`config.mk`:
```
export PLATFORM = sky130hd
export DESIGN_NAME = packed_24bit_block_unpacker_top
export DESIGN_NICKNAME = d
export VERILOG_FILES = /design/src/rtl/upk_pkg.sv /design/src/rtl/upk_store.sv /design/src/rtl/upk_queue.sv /design/src/rtl/upk_front.sv /design/src/rtl/upk_back.sv /design/src/rtl/packed_24bit_block_unpacker_top.sv
export SDC_FILE = /design/constraint.sdc
export NUM_CORES = 2
export LEC_CHECK = 0
export BUFFER_PORTS_ARGS = -buffer_cell sky130_fd_sc_hd__buf_2
export CAP_MARGIN = 20
export CORE_MARGIN = 4
export CORE_UTILIZATION = 40
export CTS_BUF_LIST = sky130_fd_sc_hd__clkbuf_4 sky130_fd_sc_hd__clkbuf_8
export DETAILED_ROUTE_END_ITERATION = 10
export PLACE_DENSITY = 0.59
export SKIP_LAST_GASP = 1
export SLEW_MARGIN = 30
export SYNTH_ARGS = -nofsm -noshare
export SYNTH_HDL_FRONTEND = slang
export SYNTH_HIERARCHICAL = 1
export SYNTH_SLANG_ARGS = --single-unit
```
`constraint.sdc`:
```
create_clock -name clk -period 3.4 [get_ports clk]
set_clock_uncertainty 0.05 [all_clocks]
set_input_delay 0.68 -clock clk [delete_from_list [all_inputs] [get_ports clk]]
set_output_delay 0.68 -clock clk [all_outputs]
set_load 0.005 [all_outputs]
```
`src/rtl/upk_pkg.sv`:
```
// shared types, constants and byte placement tables for the 24-bit block unpacker
package upk_pkg;

	localparam int MAX_CHANNELS_DEF = 4;
	localparam int BLOCK_BYTES      = 32;
	localparam int SAMPLES_PER_BLK  = 10;
	localparam int ROW_W            = 4;
	localparam int OFS_W            = 5;
	localparam int SAMPLE_W         = 24;
	localparam int CFG_INDEX_W      = 2;
	localparam int CFG_DATA_W       = 3;

	localparam logic [CFG_INDEX_W-1:0] REG_CHANNEL_COUNT   = 2'd0;
	localparam logic [CFG_INDEX_W-1:0] REG_FILE_BIG_ENDIAN = 2'd1;

	localparam logic [ROW_W-1:0] LAST_SAMPLE = ROW_W'(SAMPLES_PER_BLK - 1);

	// byte lane (offset mod 3) of each offset within a channel block
	localparam logic [1:0] LANE_OF [BLOCK_BYTES] = '{
		2'd0, 2'd1, 2'd2, 2'd0, 2'd1, 2'd2, 2'd0, 2'd1,
		2'd2, 2'd0, 2'd1, 2'd2, 2'd0, 2'd1, 2'd2, 2'd0,
		2'd1, 2'd2, 2'd0, 2'd1, 2'd2, 2'd0, 2'd1, 2'd2,
		2'd0, 2'd1, 2'd2, 2'd0, 2'd1, 2'd2, 2'd0, 2'd1
	};

	// sample row (offset div 3) of each offset within a channel block
	localparam logic [ROW_W-1:0] ROW_OF [BLOCK_BYTES] = '{
		4'd0, 4'd0, 4'd0, 4'd1, 4'd1, 4'd1, 4'd2, 4'd2,
		4'd2, 4'd3, 4'd3, 4'd3, 4'd4, 4'd4, 4'd4, 4'd5,
		4'd5, 4'd5, 4'd6, 4'd6, 4'd6, 4'd7, 4'd7, 4'd7,
		4'd8, 4'd8, 4'd8, 4'd9, 4'd9, 4'd9, 4'd10, 4'd10
	};

	typedef struct packed {
		logic             en;
		logic [1:0]       lane;
		logic [ROW_W-1:0] row;
		logic [7:0]       data;
	} store_wr_t;

endpackage

```
`src/rtl/upk_store.sv`:
```
// double-banked sample store split into three byte lanes, one sample read per cycle while rd_en is high
module upk_store #(
	parameter int MAX_CHANNELS = upk_pkg::MAX_CHANNELS_DEF
) (
	input  logic                                             clk,
	input  upk_pkg::store_wr_t                               wr,
	input  logic [((MAX_CHANNELS > 1) ? $clog2(MAX_CHANNELS) : 1):0] wr_sel,
	input  logic                                             rd_en,
	input  logic [((MAX_CHANNELS > 1) ? $clog2(MAX_CHANNELS) : 1):0] rd_sel,
	input  logic [upk_pkg::ROW_W-1:0]                        rd_row,
	output logic [upk_pkg::SAMPLE_W-1:0]                     rd_data
);
	import upk_pkg::*;

	localparam int CHW   = (MAX_CHANNELS > 1) ? $clog2(MAX_CHANNELS) : 1;
	localparam int AW    = 1 + CHW + ROW_W;
	localparam int DEPTH = 1 << AW;

	logic [7:0] lane0_mem [DEPTH];
	logic [7:0] lane1_mem [DEPTH];
	logic [7:0] lane2_mem [DEPTH];
	logic [SAMPLE_W-1:0] rd_data_q;
	logic [AW-1:0] wr_addr;
	logic [AW-1:0] rd_addr;

	assign wr_addr = {wr_sel, wr.row};
	assign rd_addr = {rd_sel, rd_row};

	always_ff @(posedge clk) begin
		if (wr.en && wr.lane == 2'd0) begin
			lane0_mem[wr_addr] <= wr.data;
		end
		if (wr.en && wr.lane == 2'd1) begin
			lane1_mem[wr_addr] <= wr.data;
		end
		if (wr.en && wr.lane == 2'd2) begin
			lane2_mem[wr_addr] <= wr.data;
		end
		if (rd_en) begin
			rd_data_q <= {lane2_mem[rd_addr], lane1_mem[rd_addr], lane0_mem[rd_addr]};
		end
	end

	assign rd_data = rd_data_q;

endmodule

```
`src/rtl/upk_queue.sv`:
```
// two-entry queue of filled-bank descriptors between front and back
module upk_queue #(
	parameter int W = 4
) (
	input  logic         clk,
	input  logic         arst_n,
	input  logic         push,
	input  logic [W-1:0] push_data,
	input  logic         pop,
	output logic         head_valid,
	output logic [W-1:0] head_data,
	output logic         full
);
	logic [W-1:0] entry_q [2];
	logic         wr_ptr_q;
	logic         rd_ptr_q;
	logic [1:0]   count_q;

	always_ff @(posedge clk) begin
		if (push) begin
			entry_q[wr_ptr_q] <= push_data;
		end
	end

	always_ff @(posedge clk or negedge arst_n) begin
		if (!arst_n) begin
			wr_ptr_q <= 1'b0;
			rd_ptr_q <= 1'b0;
			count_q  <= 2'd0;
		end else begin
			if (push) begin
				wr_ptr_q <= ~wr_ptr_q;
			end
			if (pop) begin
				rd_ptr_q <= ~rd_ptr_q;
			end
			if (push && !pop) begin
				count_q <= count_q + 2'd1;
			end else if (pop && !push) begin
				count_q <= count_q - 2'd1;
			end
		end
	end

	assign head_valid = (count_q != 2'd0);
	assign head_data  = entry_q[rd_ptr_q];
	assign full       = (count_q == 2'd2);

endmodule

```
`src/rtl/upk_front.sv`:
```
// byte intake: configuration registers, store placement and block completion
module upk_front #(
	parameter int MAX_CHANNELS = upk_pkg::MAX_CHANNELS_DEF
) (
	input  logic                                                 clk,
	input  logic                                                 arst_n,
	input  logic                                                 s_axis_tvalid,
	output logic                                                 s_axis_tready,
	input  logic [7:0]                                           s_axis_tdata,
	input  logic                                                 cfg_valid,
	input  logic [upk_pkg::CFG_INDEX_W-1:0]                      cfg_index,
	input  logic [upk_pkg::CFG_DATA_W-1:0]                       cfg_data,
	input  logic                                                 queue_full,
	output upk_pkg::store_wr_t                                   wr,
	output logic [((MAX_CHANNELS > 1) ? $clog2(MAX_CHANNELS) : 1):0] wr_sel,
	output logic                                                 push,
	output logic                                                 push_bank,
	output logic [$clog2(MAX_CHANNELS + 1)-1:0]                  push_chans
);
	import upk_pkg::*;

	localparam int CHW = (MAX_CHANNELS > 1) ? $clog2(MAX_CHANNELS) : 1;
	localparam int CNW = $clog2(MAX_CHANNELS + 1);
	localparam int PW  = OFS_W + CHW;

	logic [CFG_DATA_W-1:0] chan_count_q;
	logic                  big_endian_q;
	logic [PW-1:0]         pos_q;
	logic                  bank_q;
	logic [CNW-1:0]        chans;
	logic [PW-1:0]         slot;
	logic [PW:0]           size;
	logic [PW:0]           next_pos;
	logic                  accept;
	logic                  done;

	always_comb begin
		if (chan_count_q == '0) begin
			chans = CNW'(1);
		end else if (chan_count_q > CFG_DATA_W'(MAX_CHANNELS)) begin
			chans = CNW'(MAX_CHANNELS);
		end else begin
			chans = CNW'(chan_count_q);
		end
	end

	assign s_axis_tready = !queue_full;
	assign accept        = s_axis_tvalid && !queue_full;
	assign slot          = pos_q ^ {{(PW-2){1'b0}}, {2{big_endian_q}}};
	assign size          = (PW+1)'(chans) << OFS_W;
	assign next_pos      = {1'b0, pos_q} + (PW+1)'(1);
	assign done          = (next_pos >= size);

	assign wr.en   = accept;
	assign wr.lane = LANE_OF[slot[OFS_W-1:0]];
	assign wr.row  = ROW_OF[slot[OFS_W-1:0]];
	assign wr.data = s_axis_tdata;
	assign wr_sel  = {bank_q, slot[PW-1:OFS_W]};

	assign push       = accept && done;
	assign push_bank  = bank_q;
	assign push_chans = chans;

	always_ff @(posedge clk or negedge arst_n) begin
		if (!arst_n) begin
			chan_count_q <= CFG_DATA_W'(1);
			big_endian_q <= 1'b1;
			pos_q        <= '0;
			bank_q       <= 1'b0;
		end else begin
			if (cfg_valid) begin
				case (cfg_index)
					REG_CHANNEL_COUNT: begin
						chan_count_q <= cfg_data;
					end
					REG_FILE_BIG_ENDIAN: begin
						big_endian_q <= cfg_data[0];
					end
					default: begin
					end
				endcase
			end
			if (accept) begin
				if (done) begin
					pos_q  <= '0;
					bank_q <= ~bank_q;
				end else begin
					pos_q <= next_pos[PW-1:0];
				end
			end
		end
	end

endmodule

```
`src/rtl/upk_back.sv`:
```
// sample emission: walks a filled bank in channel-interleaved order into the output register
module upk_back #(
	parameter int MAX_CHANNELS = upk_pkg::MAX_CHANNELS_DEF
) (
	input  logic                                                 clk,
	input  logic                                                 arst_n,
	input  logic                                                 head_valid,
	input  logic                                                 head_bank,
	input  logic [$clog2(MAX_CHANNELS + 1)-1:0]                  head_chans,
	output logic                                                 pop,
	output logic                                                 rd_en,
	output logic [((MAX_CHANNELS > 1) ? $clog2(MAX_CHANNELS) : 1):0] rd_sel,
	output logic [upk_pkg::ROW_W-1:0]                            rd_row,
	input  logic [upk_pkg::SAMPLE_W-1:0]                         rd_data,
	output logic                                                 m_axis_tvalid,
	input  logic                                                 m_axis_tready,
	output logic [upk_pkg::SAMPLE_W-1:0]                         m_axis_tdata,
	output logic [1:0]                                           m_axis_tuser,
	output logic                                                 m_axis_tlast
);
	import upk_pkg::*;

	localparam int CHW = (MAX_CHANNELS > 1) ? $clog2(MAX_CHANNELS) : 1;
	localparam int CNW = $clog2(MAX_CHANNELS + 1);
	localparam int CW  = CNW + 1;

	logic [ROW_W-1:0]    sample_q;
	logic [CHW-1:0]      chan_q;
	logic                valid_s1;
	logic [CHW-1:0]      chan_s1;
	logic                last_s1;
	logic                m_valid_q;
	logic [SAMPLE_W-1:0] m_data_q;
	logic [1:0]          m_user_q;
	logic                m_last_q;
	logic                advance;
	logic                issue;
	logic                chan_wrap;
	logic                block_end;

	assign advance   = valid_s1 && (!m_valid_q || m_axis_tready);
	assign issue     = head_valid && (!valid_s1 || advance);
	assign chan_wrap = ((CW'(chan_q) + CW'(1)) == CW'(head_chans));
	assign block_end = chan_wrap && (sample_q == LAST_SAMPLE);

	assign pop    = issue && block_end;
	assign rd_en  = issue;
	assign rd_sel = {head_bank, chan_q};
	assign rd_row = sample_q;

	always_ff @(posedge clk) begin
		if (issue) begin
			chan_s1 <= chan_q;
			last_s1 <= block_end;
		end
		if (advance) begin
			m_data_q <= rd_data;
			m_user_q <= 2'(chan_s1);
			m_last_q <= last_s1;
		end
	end

	always_ff @(posedge clk or negedge arst_n) begin
		if (!arst_n) begin
			sample_q  <= '0;
			chan_q    <= '0;
			valid_s1  <= 1'b0;
			m_valid_q <= 1'b0;
		end else begin
			if (issue) begin
				if (block_end) begin
					sample_q <= '0;
					chan_q   <= '0;
				end else if (chan_wrap) begin
					sample_q <= sample_q + ROW_W'(1);
					chan_q   <= '0;
				end else begin
					chan_q <= chan_q + CHW'(1);
				end
			end
			if (issue) begin
				valid_s1 <= 1'b1;
			end else if (advance) begin
				valid_s1 <= 1'b0;
			end
			if (advance) begin
				m_valid_q <= 1'b1;
			end else if (m_axis_tready) begin
				m_valid_q <= 1'b0;
			end
		end
	end

	assign m_axis_tvalid = m_valid_q;
	assign m_axis_tdata  = m_data_q;
	assign m_axis_tuser  = m_user_q;
	assign m_axis_tlast  = m_last_q;

endmodule

```
`src/rtl/packed_24bit_block_unpacker_top.sv`:
```
// top level of the packed 24-bit block unpacker
// s_axis carries one raw file byte per transfer; bytes fill a block of 32 bytes per
// channel, channel 0 first, each 4-byte word reversed when file_big_endian is set.
// when the block is full, m_axis delivers ten samples per channel, channel-interleaved,
// tuser carries the channel number and tlast marks the final sample of the block.
// cfg writes register 0 (channel_count) or 1 (file_big_endian); cfg_ready is always high.
// throughput: one byte per cycle in and one sample per cycle out, each while that side's
// tready is high; two store banks let a block fill while the previous one drains. a
// block's first sample follows its last byte via the queue, store read and output
// registers. if the receiver stalls until both banks hold unsent blocks, s_axis_tready
// drops until the cycle after the older block's last sample is read from the store.
// reset clears the fill position, bank select and output valid, and sets channel_count
// to 1 and file_big_endian to 1; the store itself holds no reset value.
module packed_24bit_block_unpacker_top #(
	parameter int MAX_CHANNELS = upk_pkg::MAX_CHANNELS_DEF
) (
	input  logic                            clk,
	input  logic                            arst_n,
	input  logic                            s_axis_tvalid,
	output logic                            s_axis_tready,
	input  logic [7:0]                      s_axis_tdata,  // data_byte
	output logic                            m_axis_tvalid,
	input  logic                            m_axis_tready,
	output logic [upk_pkg::SAMPLE_W-1:0]    m_axis_tdata,  // sample_value
	output logic [1:0]                      m_axis_tuser,  // channel_index
	output logic                            m_axis_tlast,
	input  logic                            cfg_valid,
	output logic                            cfg_ready,
	input  logic [upk_pkg::CFG_INDEX_W-1:0] cfg_index,
	input  logic [upk_pkg::CFG_DATA_W-1:0]  cfg_data
);
	import upk_pkg::*;

	localparam int CHW = (MAX_CHANNELS > 1) ? $clog2(MAX_CHANNELS) : 1;
	localparam int CNW = $clog2(MAX_CHANNELS + 1);

	store_wr_t           wr;
	logic [CHW:0]        wr_sel;
	logic                push;
	logic                push_bank;
	logic [CNW-1:0]      push_chans;
	logic                pop;
	logic                head_valid;
	logic                head_bank;
	logic [CNW-1:0]      head_chans;
	logic                queue_full;
	logic                rd_en;
	logic [CHW:0]        rd_sel;
	logic [ROW_W-1:0]    rd_row;
	logic [SAMPLE_W-1:0] rd_data;

	assign cfg_ready = 1'b1;

	upk_front #(.MAX_CHANNELS(MAX_CHANNELS)) u_front (
		.clk           (clk),
		.arst_n        (arst_n),
		.s_axis_tvalid (s_axis_tvalid),
		.s_axis_tready (s_axis_tready),
		.s_axis_tdata  (s_axis_tdata),
		.cfg_valid     (cfg_valid),
		.cfg_index     (cfg_index),
		.cfg_data      (cfg_data),
		.queue_full    (queue_full),
		.wr            (wr),
		.wr_sel        (wr_sel),
		.push          (push),
		.push_bank     (push_bank),
		.push_chans    (push_chans)
	);

	upk_queue #(.W(1 + CNW)) u_queue (
		.clk        (clk),
		.arst_n     (arst_n),
		.push       (push),
		.push_data  ({push_bank, push_chans}),
		.pop        (pop),
		.head_valid (head_valid),
		.head_data  ({head_bank, head_chans}),
		.full       (queue_full)
	);

	upk_store #(.MAX_CHANNELS(MAX_CHANNELS)) u_store (
		.clk     (clk),
		.wr      (wr),
		.wr_sel  (wr_sel),
		.rd_en   (rd_en),
		.rd_sel  (rd_sel),
		.rd_row  (rd_row),
		.rd_data (rd_data)
	);

	upk_back #(.MAX_CHANNELS(MAX_CHANNELS)) u_back (
		.clk           (clk),
		.arst_n        (arst_n),
		.head_valid    (head_valid),
		.head_bank     (head_bank),
		.head_chans    (head_chans),
		.pop           (pop),
		.rd_en         (rd_en),
		.rd_sel        (rd_sel),
		.rd_row        (rd_row),
		.rd_data       (rd_data),
		.m_axis_tvalid (m_axis_tvalid),
		.m_axis_tready (m_axis_tready),
		.m_axis_tdata  (m_axis_tdata),
		.m_axis_tuser  (m_axis_tuser),
		.m_axis_tlast  (m_axis_tlast)
	);

endmodule
```
# [Word level (Yosys, flattened, before mapping)]
# Memories as Yosys holds them, arrays and structs flattened. A register that Yosys moved wholly into a read port is not among the register bits.
# Index checks and enable logic that the tools add are counted.
[word_totals] register_bits=54 inputBits=18 mem_bits_ro=192 ramBits=3080 latch_bits=0 memories=6 out_inout_bits=30
[classes] n_mul=0 div=0 mux=25 add_sub_neg=6 bitwise=5 magnitude_cmp=3 n_reduce_logical=30 n_eq_ne=6 shifts=0
[mem_list] memory="u_store.lane0_mem" words=128 word_bits=8 rd=1 rd_ports_with_merged_regs=1 wr=1 line_no="upk_store.sv:19" source="logic [7:0] lane0_mem [DEPTH];"
[mem_list] memory="u_store.lane1_mem" words=128 word_bits=8 rd=1 rd_ports_with_merged_regs=1 wr=1 line_no="upk_store.sv:20" source="logic [7:0] lane1_mem [DEPTH];"
[mem_list] memory="u_store.lane2_mem" words=128 word_bits=8 rd=1 rd_ports_with_merged_regs=1 wr=1 line_no="upk_store.sv:21" source="logic [7:0] lane2_mem [DEPTH];"
[mem_list] memory="(name not given)" words=32 word_bits=4 rd=1 rd_ports_with_merged_regs=0 wr=0 line_no="upk_front.sv:56" source="assign wr.row = ROW_OF[slot[OFS_W-1:0]];"
[mem_list] memory="(name not given)" words=32 word_bits=2 rd=1 rd_ports_with_merged_regs=0 wr=0 line_no="upk_front.sv:55" source="assign wr.lane = LANE_OF[slot[OFS_W-1:0]];"
[mem_list] memory="u_queue.entry_q" words=2 word_bits=4 rd=1 rd_ports_with_merged_regs=0 wr=1 line_no="upk_queue.sv:14" source="logic [W-1:0] entry_q [2];"
[ops] cell="4-bit 2-to-1 mux" count=4
[ops] cell="1-bit 2-to-1 mux" count=12
[ops] cell="2-bit 2-to-1 mux" count=6
[ops] cell="1-bit logical AND" count=11
[ops] cell="2-bit nonzero test" count=5
[ops] cell="7-bit by 1-bit adder with 8-bit output, second input constant" count=1
[ops] cell="8-bit >= comparator" count=1
[ops] cell="2-bit AND reduction" count=4
[ops] cell="7-bit 2-to-1 mux" count=1
[ops] cell="7-bit by 2-bit XOR with 7-bit output" count=1
[ops] cell="6-bit >= comparator, second input constant" count=1
[ops] cell="3-bit 2-to-1 mux" count=2
[ops] cell="5-bit NOT with 6-bit output" count=1
[ops] cell="1-bit logical NOT" count=5
[ops] cell="2-bit by 1-bit adder with 2-bit output, second input constant" count=2
[ops] cell="4-bit by 1-bit adder with 4-bit output, second input constant" count=1
[ops] cell="2-bit by 1-bit == test with 1-bit output, second input constant" count=2
[ops] cell="2-bit == test, second input constant" count=2
[ops] cell="4-bit by 3-bit == test with 1-bit output" count=1
[ops] cell="4-bit == test, second input constant" count=1
[ops] cell="2-bit logical NOT" count=2
[ops] cell="2-bit by 1-bit adder with 3-bit output, second input constant" count=1
[ops] cell="3-bit greater-than comparator, second input constant" count=1
[ops] cell="3-bit logical NOT" count=1
[ops] cell="other kinds (3)" count=6

# [Logic depth before layout (Yosys ltp)]
[logic_depth] ltp_word=9 depth_mapped=13 depth_no_buf=13

# [Modules after synthesis]
# Netlist, hierarchy kept.
[modules_own_cells] module="upk_store" cells_each=4869 instances=1 area_each_um2=118895.3 seq_area_each_um2=92969.2
[modules_own_cells] module="upk_back" cells_each=79 instances=1 area_each_um2=1376.3 seq_area_each_um2=1101.1
[modules_own_cells] module="upk_front" cells_each=154 instances=1 area_each_um2=1238.7 seq_area_each_um2=302.8
[modules_own_cells] module="upk_queue" cells_each=28 instances=1 area_each_um2=476.7 seq_area_each_um2=340.3
[modules_own_cells] module="packed_24bit_block_unpacker_top" cells_each=2 instances=1 area_each_um2=11.3 seq_area_each_um2=0.0

# [Worst setup path after synthesis]
# OpenSTA, ideal clock, no wires.
[synth_timing] path_kind="register -> register" start="register u_back.sample_q[0] (netlist: u_back/rd_row[0])" end="register u_store.rd_data_q[0] (netlist: u_store/rd_data[0]), read port of u_store.lane0_mem (data pin)" period_less_slack_ps=3275 path_buffers=3 setup_slack_ps=125 stages_incl_launch_ff=8 t_arrival_ps=2965 cell_sequence="dfrtp_1 > clkbuf_1 > buf_2 > buf_1 > mux4_2 > mux4_2 > mux4_2 > mux2_2"
[synth_rtl] element="from (decl)" line_no="upk_back.sv:27" source="logic [ROW_W-1:0] sample_q;"
[synth_rtl] element="from (signal assigned)" line_no="upk_back.sv:75" source="sample_q <= sample_q + ROW_W'(1);"
[synth_rtl] element="to (decl)" line_no="upk_store.sv:22" source="logic [SAMPLE_W-1:0] rd_data_q;"

==> results.cfg <==
[run_status]
status = finished with violations
violations = negative setup slack

[placement]
hpwl_um = 186600
port_buffers = 46
gp_congestion = 0.8040
place_ws_ps = -437.8

[pwr]
p_leak_nw = 45.82
p_per_area_mw_per_mm2 = 715.1
ir_worst_vdd_uv = 420.1
power.total_mw = 104.2

[clock_tree]
cts_tree = done
clock_path_buffers = 4
clock_sinks = 3158
clk_latency_ps = 1160
htree_levels = 6
cts-root-buf = clkbuf_8
cts_buffers = 522
clkTransAtPathRegs_ps = 60

[sta]
setup_tns_ps = -75.22
finalCritPeriodShare = 1.008
fmax_mhz = 291.9
setup_slack_ps = -26.29
hold_viol_final = 0
max_slew_margin = 0.4296
min_period_ps = 3426
worstMarginPinSlew_ps = 855.7
rsz0062_at_grt = true
hold_ws_ps = 335.0
final-max-slew-violation-count = 0
setup_viol = 6

[hold_path]
holdCritPathClass = primary input to flip-flop

[logic_synthesis]
async_flop_share = 0.007600
synth_area_leader_cell = edfxtp_1
synthFlopType = edfxtp_1
synth_area_mm2 = 0.1220
synth.most_common_cell = edfxtp_1
synthTopCellsByArea = edfxtp_1, mux4_2, nor2_1, clkbuf_1, dfrtp_1
ys_seq_elements = 3158
synth_top_area_frac = 0.7714
yosysWarnings = 6
synth_common_cells = edfxtp_1, mux4_2, nor2_1, clkbuf_1, buf_2
seq_area_frac_synth = 0.7763
synth-edff-count = 3134
syn_nets = 5158
syn_inst = 5132
synth.distinct_cells = 60
syn_area_per_cell_um2 = 23.77

[setup_path]
worst_ep_arrival_time_ps = 4230
required_ps = 4210
worst_setup_path_end_kind = flip-flop
crit_type = flip-flop to flip-flop
cp-start-kind = flip-flop
critPathMaxFanout = 8

[die]
die_area_mm2 = 0.3139
num_rows = 202
die_h_um = 560.3
initial_core_util = 0.4022
die_w_um = 560.3
core_mm2 = 0.3033
io_pins = 48

[layout]
ff_latch_area_mm2 = 0.09473
multi_input_area_mm2 = 0.02658
area_delta_synth_final_pct = 19.47
num-fill-cells = 24380
drive_above_1_share = 0.4282
nNetsFinal = 6216

[global_route]
grt_max_degree = 104
grt.overflow.total = 0
grt_pass1_wl_um = 437800
grt_pass1_vias = 60900
antenna_found_initial = 9
grt_use_total = 0.1899

[route]
drt-pass1-iter-count = 5
dr_total_vias = 58640
antenna_left = 0
post_drt_via_cell_ratio = 5.541
wl_per_cell_um = 28.71
wl_um = 303800
drc = 0
drt_iter0_drc = 6709

[run]
drv_cap = 0
## final cells by class
type                    count  share of cell area
clock inverters           239             0.01176
diodes                     15           0.0002575
repair buffers            847             0.06318
multi-input cells        1645              0.1824
clock buffers             686             0.05791
inverters                  16           0.0004121
well taps                3978             0.03415
flip-flops and latches   3158              0.6500
## per-stage QoR
step / util / std cells / area (µm²)
2_1_floorplan: - / 5132 / 122000
3_3_place_gp: 0.4385 / 9522 / 133000
3_5_place_dp: 0.4385 / 9522 / 133000
4_1_cts: 0.4762 / 10510 / 144400
5_1_grt: 0.4805 / 10570 / 145700
6_report: 0.4806 / 10580 / 145800
## critical path, stage by stage, from the launching register on
cell	delay (ps)
dfrtp_4	490
buf_12	210
buf_12	140
clkbuf_16	140
clkbuf_16	170
mux4_2	560
mux4_2	500
mux4_2	550
mux2_4	280
## kinds of logic (layout without fill, tap and decap cells)
kind of cell,after synthesis,after routing,share of synthesized area
simple gates,535,535,0.01841
mux,1045,1045,0.1894
compound gates,43,43,0.002625
xor+xnor,12,12,0.0008615
flops,3158,3158,0.7763
other cells,1,16,0.00003074
buf+inv,329,1788,0.01138
fa+ha+maj,9,9,0.0009026
## path summary, 6_finish.rpt
check                                  startpoint                     end  slack (ps)  cells past startpoint
worst max-delay path             u_back/rd_row[0]      u_store/rd_data[0]         -30                      8
worst min-delay path                m_axis_tready    u_back/m_axis_tvalid         330                      4
worst max register to register   u_back/rd_row[0]      u_store/rd_data[0]         -30                      8
worst min register to register  u_back/chan_s1[1]  u_back/m_axis_tuser[1]         370                      0
max in group asynchronous                  arst_n        u_back/chan_q[0]        2510                      4
min in group asynchronous                  arst_n    u_front/big_endian_q         600                      3
## where the power goes
group          internal, mW  total, mW  switching (mW)
Sequential             43.7       44.5           0.746
Combinational          13.9       27.2            13.3
Clock                  17.2       32.6            15.4
Total                  74.8        104            29.5
## cell usage in the layout (no fill, tap or decap), types with 22 or more instances in the layout
cell           synthesis  routed
buf_16                 0      26
clkinv_2               0      54
buf_6                  2      26
nor2_4                 0      56
clkbuf_4               0     160
nand2_1               53      50
buf_12                 0     146
buf_2                 63      38
nor2_1               399     285
dlygate4sd3_1          0      22
clkinv_1               1     120
mux4_2              1008    1008
buf_4                 16     557
edfxtp_1            3134    3134
nor2_2                 0      58
clkbuf_8               0     526
## sequential cells by signal (all words and copies together) (netlist names), 2 cells and up
name / flops
u_back/chan_q: 2
u_back/chan_s1: 2
u_back/m_axis_tdata: 24
u_back/m_axis_tuser: 2
u_back/rd_row: 4
u_front/chan_count_q: 3
u_front/pos_q: 7
u_queue/count_q: 2
u_queue/entry_q: 8
u_store/lane0_mem: 1024
u_store/lane1_mem: 1024
u_store/lane2_mem: 1024
u_store/rd_data: 24
## routing by layer
metal,track usage,share of wire
met1,0.2730,0.42
met2,0.3062,0.49
met3,0.03160,0.067
met4,0.04522,0.021
met5,0,0.00014
## timing repair
action / in CTS / in global routing
hold endpoints to repair: 421 / 0
gates cloned: 6 / 17
buffers inserted: 35 / 43
resized for setup: 167 / 101
pin swaps: 2 / 8
hold buffers: 23 / 0
endpoints found under the setup margin: 1262 / 733
No activity file was read; power rests on OpenSTA's default activity.
